`config.mk`:
```
export PLATFORM = sky130hd
export DESIGN_NAME = mdn_ctrl
export DESIGN_NICKNAME = d
export VERILOG_FILES = /design/src/rtl/mdn_pkg.sv /design/src/rtl/mdn_ctrl.sv
export SDC_FILE = /design/constraint.sdc
export NUM_CORES = 1
export LEC_CHECK = 0
export BUFFER_PORTS_ARGS = -buffer_cell sky130_fd_sc_hd__buf_4
export CAP_MARGIN = 5
export CORE_UTILIZATION = 26
export DETAILED_ROUTE_END_ITERATION = 16
export PLACE_DENSITY = 0.49
export SYNTH_ARGS = -nofsm -noshare
export SYNTH_HDL_FRONTEND = slang
export SYNTH_SLANG_ARGS = --single-unit
```
`constraint.sdc`:
```
create_clock -name aclk -period 1.8 [get_ports aclk]
set_input_delay 0.27 -clock aclk [delete_from_list [all_inputs] [get_ports aclk]]
set_output_delay 0.27 -clock aclk [all_outputs]
set_load 0.1 [all_outputs]
```
`src/rtl/mdn_pkg.sv`:
```
package mdn_pkg;

    localparam int AMP_W   = 24;
    localparam int SEED_W  = 16;
    localparam int DECAY_W = 16;
    localparam int SIZE_W  = 4;
    localparam int CFG_W   = 24;
    localparam int CFG_IDX_W = 2;

    localparam logic [CFG_IDX_W-1:0] REG_SEED  = 2'd0;
    localparam logic [CFG_IDX_W-1:0] REG_AMP   = 2'd1;
    localparam logic [CFG_IDX_W-1:0] REG_DECAY = 2'd2;
    localparam logic [CFG_IDX_W-1:0] REG_SIZE  = 2'd3;

    localparam logic REQ_GEN  = 1'b0;
    localparam logic REQ_READ = 1'b1;

    localparam logic [23:0] HASH_K1 = 24'd1729731;
    localparam logic [29:0] HASH_K2 = 30'd559184609;

    localparam logic signed [AMP_W-1:0] SAT_MAX = 24'sh7FFFFF;
    localparam logic signed [AMP_W-1:0] SAT_MIN = -24'sh800000;

    typedef enum logic [3:0] {
        ST_IDLE,
        ST_RD_LO,
        ST_RD_HI,
        ST_H0,
        ST_H1,
        ST_H2,
        ST_H3,
        ST_WR,
        ST_DECAY,
        ST_READ,
        ST_READ2,
        ST_REPLY
    } state_t;

    typedef struct packed {
        logic accept;
        logic init;
        logic rd_lo;
        logic rd_hi;
        logic hash0;
        logic hash1;
        logic hash2;
        logic hash3;
        logic write;
        logic decay;
        logic rd_user;
        logic load_out;
    } cmd_t;

    typedef struct packed {
        logic level_done;
        logic all_done;
    } stat_t;

    function automatic logic signed [AMP_W-1:0] sat24(input logic signed [49:0] x);
        if (x > 50'sd8388607) return SAT_MAX;
        if (x < -50'sd8388608) return SAT_MIN;
        return x[AMP_W-1:0];
    endfunction

endpackage

```
`src/rtl/mdn_ctrl.sv`:
```
module mdn_ctrl
    import mdn_pkg::*;
(
    input  logic  aclk,
    input  logic  aresetn,
    input  logic  start,
    input  logic  req_read,
    input  logic  out_free,
    input  stat_t stat,
    output logic  busy,
    output cmd_t  cmd
);

    state_t state_reg, state_next;

    always_ff @(posedge aclk) begin
        if (!aresetn) begin
            state_reg <= ST_IDLE;
        end else begin
            state_reg <= state_next;
        end
    end

    always_comb begin
        state_next = state_reg;
        cmd = '0;
        busy = (state_reg != ST_IDLE);
        case (state_reg)
            ST_IDLE: begin
                if (start) begin
                    cmd.accept = 1'b1;
                    if (req_read == REQ_READ) begin
                        state_next = ST_READ;
                    end else begin
                        cmd.init = 1'b1;
                        state_next = ST_RD_LO;
                    end
                end
            end
            ST_RD_LO: begin cmd.rd_lo = 1'b1; state_next = ST_RD_HI; end
            ST_RD_HI: begin cmd.rd_hi = 1'b1; state_next = ST_H0; end
            ST_H0:    begin cmd.hash0 = 1'b1; state_next = ST_H1; end
            ST_H1:    begin cmd.hash1 = 1'b1; state_next = ST_H2; end
            ST_H2:    begin cmd.hash2 = 1'b1; state_next = ST_H3; end
            ST_H3:    begin cmd.hash3 = 1'b1; state_next = ST_WR; end
            ST_WR: begin
                cmd.write = 1'b1;
                state_next = stat.level_done ? ST_DECAY : ST_RD_LO;
            end
            ST_DECAY: begin
                cmd.decay = 1'b1;
                state_next = stat.all_done ? ST_REPLY : ST_RD_LO;
            end
            ST_READ:  begin cmd.rd_user = 1'b1; state_next = ST_READ2; end
            ST_READ2: begin state_next = ST_REPLY; end
            ST_REPLY: begin
                if (out_free) begin
                    cmd.load_out = 1'b1;
                    state_next = ST_IDLE;
                end
            end
            default: state_next = ST_IDLE;
        endcase
    end

endmodule

```
==> results of run 1 <==
## stage by stage
stage / cells / setup slack [ps] / hold slack (ps)
global placement: 85 / 165.1 / 563.4
floorplan: 51 / -374.2 / 421.8
finish: 88 / 45.19 / 347.8
global route: 88 / -13.04 / 356.1
detailed placement: 85 / 154.9 / 577.7
CTS: 88 / 2.236 / 341.7
## synth_stat cells
cell | number | share of area, %
nor3_1 | 9 | 13
nand2_1 | 5 | 5.4
dfxtp_1 | 4 | 23
inv_1 | 4 | 4.3
nor2_1 | 4 | 4.3
nand2b_1 | 3 | 5.4
buf_2 | 2 | 2.9
clkbuf_1 | 2 | 2.2
nand4_1 | 2 | 3.6
a21o_1 | 1 | 2.2
a21oi_1 | 1 | 1.4
a221oi_2 | 1 | 4.3
a41o_1 | 1 | 2.9
nand3_1 | 1 | 1.4
nor4_1 | 1 | 1.8
nor4b_1 | 1 | 2.5
o21ai_0 | 1 | 1.4
o21ai_1 | 1 | 1.4
o21bai_1 | 1 | 2.2
or2b_1 | 1 | 2.2
or3_1 | 1 | 1.8
or4_1 | 1 | 2.2
or4b_1 | 1 | 2.9
xnor2_1 | 1 | 2.5
xor2_1 | 1 | 2.5
## metal layers
layer	global-route usage [%]	vias to the layer above	share of wire, %
li1	-	228	-
met1	21.75	210	44
met2	26.25	16	49
met3	3.488	0	6.1
met4	2.586	0	0
met5	0	-	0
## layout make-up
cell class / count / area [um2]
fill: 113 / 456.7
multi-input combinational: 39 / 375.4
timing repair buffer: 24 / 203.9
sequential: 4 / 80.08
clock buffer: 3 / 22.52
tap: 14 / 17.52
inverter: 4 / 15.01
## logic make-up (layout without fill, tap and decap cells)
logic type             after synthesis  count (layout)  synth area share (%)
XOR/XNOR                             2               2                 5.055
flip-flops                           4               4                 23.11
buffers and inverters                8              31                 9.386
AO/OA/AOI/OAI                        7               7                 15.88
AND/OR/NAND/NOR                     30              30                 46.57
## critical path: stages, from the launching register on
cell	delay (ps)
dfxtp_1	300
or4_4	590
nor3_4	170
buf_12	200
## path summary, 6_finish.rpt
path / cells after the start / to / slack, ps
worst min-delay path: 2 / state_reg[0] / 350
worst min register to register: 2 / state_reg[3] / 700
worst max register to register: 4 / state_reg[3] / 260
worst max-delay path: 3 / cmd[10] / 50
## repair_timing
item / CTS / global route
pin swaps: 1 / 0
hold buffers: 0 / 0
endpoints found under the setup margin: 1 / 4
cloned: 0 / 0
gates resized for setup: 3 / 3
==> flow_metrics.env, run 1 <==
export IMPL_synth_yosys_seq_area_share_pct=23.10
export IMPL_final_area_um2=714.4
export IMPL_core_rowCount=12
export IMPL_clock_skew_ps=1.729
export IMPL_io_buffers=19
export IMPL_post_route_period_util_pct=97.49
export IMPL_max_freq_mhz=569.9
export IMPL_final_common_cell="buf_4"
export IMPL_grt_overflow_total=0
export IMPL_synth_cell_types=25
export IMPL_postCtsSetupBuffers=0
export IMPL_vias=454
export IMPL_fin_crit_ps=1755
export IMPL_final_cell_mix="buf_4 (20), nor3_4 (7)"
export IMPL_hp_start="aresetn"
export IMPL_tns_ps=0
export IMPL_relSlewSlack_pct=81.57
export IMPL_final_nets=83
export IMPL_outcome="finished clean"
export IMPL_drive_above_1_share_pct=59.46
export IMPL_clock_latency_ps=230
export IMPL_worstMarginPinSlew_ps=278.8
export IMPL_synth_area_um2=346.6
export IMPL_finalHoldViolCount=0
export IMPL_htreeDepth=1
export IMPL_path_class="reg2out"
export IMPL_cp_required_ps=1530
export IMPL_ys_warn_count=0
export IMPL_largest_reg_flops=4
export IMPL_drc_errors=0
export IMPL_start_util_pct=29.59
export IMPL_wirelength_mm=1.074
export IMPL_drtIter0Drc=3
export IMPL_die_y_um=38.51
export IMPL_core_area_mm2=0.001171
export IMPL_routabilityCongestion=0.7570
export IMPL_pin_count=20
export IMPL_die_w_um=38.51
export IMPL_cts_buffers=3
export IMPL_hp_class="in2reg"
export IMPL_syn_avg_cell_area_um2=6.796
export IMPL_viasPerCell=5.159
export IMPL_grt_pass1_vias=397
export IMPL_ys_ff_latch=4
export IMPL_netlist_instances=51
export IMPL_dieArea_mm2=0.001483
export IMPL_firstDrtPassIters=4
export IMPL_critPathLaunchType="flop"
export IMPL_max_cap_violations=0
export IMPL_ant_nets=0
export IMPL_critPathMaxFanout=4
export IMPL_critPathLaunch="state_reg[2]"
export IMPL_antenna_cells=0
export IMPL_antenna_found_initial=0
export IMPL_root_buffer="clkbuf_4"
export IMPL_post_dp_hpwl_um=864.9
export IMPL_cts_tree="built"
export IMPL_syn2layout_area_growth_pct=106.1
export IMPL_reg2reg_from="state_reg[0]"
export IMPL_setup_violations_final=0
export IMPL_grt_pass1_wl_mm=1.662
export IMPL_grt_use_total_pct=16.09
export IMPL_cp_arrival_ps=1480
export IMPL_utilization_pct=61.00
export IMPL_post_drt_wl_per_cell_um=12.20
export IMPL_cts_buffer_depth=2
export IMPL_place_area_um2=668.1
export IMPL_rsz0062_at_grt="true"
export IMPL_cts_clk_slew_worst_paths_ps=40
export IMPL_critPathCaptureType="output port"
export IMPL_cts_sinks=4
export IMPL_synth_fp_nets=58
export IMPL_slew_viol_final=0
export IMPL_grt_max_degree=15
Power of run 1 is not shown: default switching activity piles up to over one toggle a cycle in this logic, so the estimate is an artifact.
==> run 2, diff against run 1 <==
- CORE_MARGIN: default -> 1.5
- PLACE_DENSITY: 0.49 -> default
- PLACE_DENSITY_LB_ADDON: default -> 0.2
- SKIP_LAST_GASP: default -> 1
==> run 2 against run 1 <==
  * Wire length grew 0.28%
  * Core utilization grew 3.4 points
  * Sequential share of layout area shrank 0.59 points
  * Global-route usage grew 0.31 points
  * Critical path depth is the same
  * Register-to-register slack gained 40 ps
  * Setup slack gained 4.9 ps
  * Fmax grew 0.28%
  * Clock-buffer cell count is the same
  * Die area grew 5.3%
  * Sequential cell count is the same
  * Cell count grew 2.3%
==> flow_metrics.env, run 2 (same netlist as run 1, synthesis figures left out) <==
export IMPL_power_total_mw=1.480
export IMPL_critPathCaptureType="output port"
export IMPL_firstDrtPassIters=4
export IMPL_worstMarginPinSlew_ps=273.3
export IMPL_final_cell_mix="buf_4 (20), nor3_4 (7)"
export IMPL_ant_nets=0
export IMPL_start_util_pct=29.59
export IMPL_powerDensity_mw_per_mm2=1961
export IMPL_setup_violations_final=0
export IMPL_root_buffer="clkbuf_4"
export IMPL_clock_latency_ps=230
export IMPL_multiInputGateArea_um2=375.4
export IMPL_grt_pass1_wl_mm=1.725
export IMPL_post_drt_wl_per_cell_um=11.97
export IMPL_syn2layout_area_growth_pct=117.7
export IMPL_clock_skew_ps=0.9937
export IMPL_fin_crit_ps=1750
export IMPL_cp_required_ps=1530
export IMPL_finalHoldViolCount=0
export IMPL_relSlewSlack_pct=81.61
export IMPL_drtIter0Drc=15
export IMPL_die_y_um=39.51
export IMPL_final_area_um2=754.5
export IMPL_grt_pass1_vias=363
export IMPL_outcome="finished clean"
export IMPL_critPathMaxFanout=4
export IMPL_dieArea_mm2=0.001561
export IMPL_critPathLaunchType="flop"
export IMPL_antenna_found_initial=0
export IMPL_max_cap_violations=0
export IMPL_rsz0062_at_grt="false"
export IMPL_viasPerCell=5.222
export IMPL_fill_cells=97
export IMPL_path_class="reg2out"
export IMPL_hold_worst_slack_ps=303.7
export IMPL_cts_tree="built"
export IMPL_wirelength_mm=1.077
export IMPL_core_rowCount=12
export IMPL_cts_buffers=3
export IMPL_antenna_cells=0
export IMPL_drc_errors=0
export IMPL_htreeDepth=1
export IMPL_vias=470
export IMPL_routabilityCongestion=0.7153
export IMPL_pin_count=20
export IMPL_largest_reg_flops=4
export IMPL_leakagePower_nw=0.3161
export IMPL_drive_above_1_share_pct=60.53
export IMPL_grt_max_degree=15
export IMPL_post_dp_hpwl_um=798.1
export IMPL_grt_use_total_pct=16.39
export IMPL_cts_sinks=4
export IMPL_grt_overflow_total=0
export IMPL_final_nets=85
export IMPL_regArea_um2=80.08
export IMPL_cts_clk_slew_worst_paths_ps=30
export IMPL_core_area_mm2=0.001171
export IMPL_slew_viol_final=0
export IMPL_place_area_um2=660.6
export IMPL_cp_arrival_ps=1480
export IMPL_hp_class="in2reg"
export IMPL_final_common_cell="buf_4"
export IMPL_die_w_um=39.51
export IMPL_io_buffers=19
export IMPL_max_freq_mhz=571.4
export IMPL_post_route_period_util_pct=97.22
export IMPL_peakVddDrop_mv=0.8613
export IMPL_cts_buffer_depth=2
run 2: cell count changes in the layout (fill, tap and decap cells not counted), sizes merged:
| cell | delta |
|---|---|
| buf | +2 |
run 2: per-stage QoR:
step / utilization, % / TNS (ps) / setup slack [ps] / instances
after CTS: 60.79 / 0 / 6.286 / 87
after floorplan: - / -647.6 / -374.2 / 51
after global placement: 56.41 / 0 / 171.3 / 84
after global routing: 64.42 / 0 / 2.206 / 90
after detailed placement: 56.41 / 0 / 163.8 / 84
final: 64.42 / 0 / 50.04 / 90
run 2: routing by layer:
| metal | global-route usage (%) | wire length [um] | vias to the layer above |
|---|---|---|---|
| met5 | 0 | 0 | - |
| met2 | 22.13 | 528 | 12 |
| met4 | 5.172 | 0 | 0 |
| li1 | - | - | 237 |
| met3 | 5.114 | 57 | 0 |
| met1 | 23.97 | 492 | 221 |
run 2: area by class of cell:
| type | count | share of cell area [%] |
|---|---|---|
| inverter | 4 | 1.990 |
| multi-input combinational | 39 | 49.75 |
| sequential | 4 | 10.61 |
| timing repair buffer | 26 | 32.34 |
| clock buffer | 3 | 2.985 |
| tap | 14 | 2.322 |
run 2: power by group:
part / internal, mW / switching, mW / total, mW / leakage [nW]
clock network: 0.0744 / 0.0343 / 0.109 / 0.0138
logic: 0.385 / 0.852 / 1.24 / 0.269
registers: 0.118 / 0.0160 / 0.134 / 0.0329
run 2: critical path, cell delays in order, from the launching register on:
cell and delay (ps):
dfxtp_1 300, or4_4 580, nor3_4 170, buf_12 200
run 2: worst paths after layout:
| path | cells past startpoint | from | slack, ps | to |
|---|---|---|---|---|
| worst max-delay path | 3 | state_reg[2] | 50 | cmd[10] |
| worst min-delay path | 2 | aresetn | 300 | state_reg[0] |
| worst max register to register | 4 | state_reg[2] | 300 | state_reg[3] |
| worst min register to register | 2 | state_reg[3] | 700 | state_reg[3] |
run 2: timing repair:
action | CTS | global route
gates resized for setup | 7 | 2
cloned | 0 | 0
buffers inserted | 0 | 3
pin swaps | 1 | 0
hold buffers | 0 | 0
setup endpoints to repair | 3 | 4
Power figures use the tool's default switching activity.
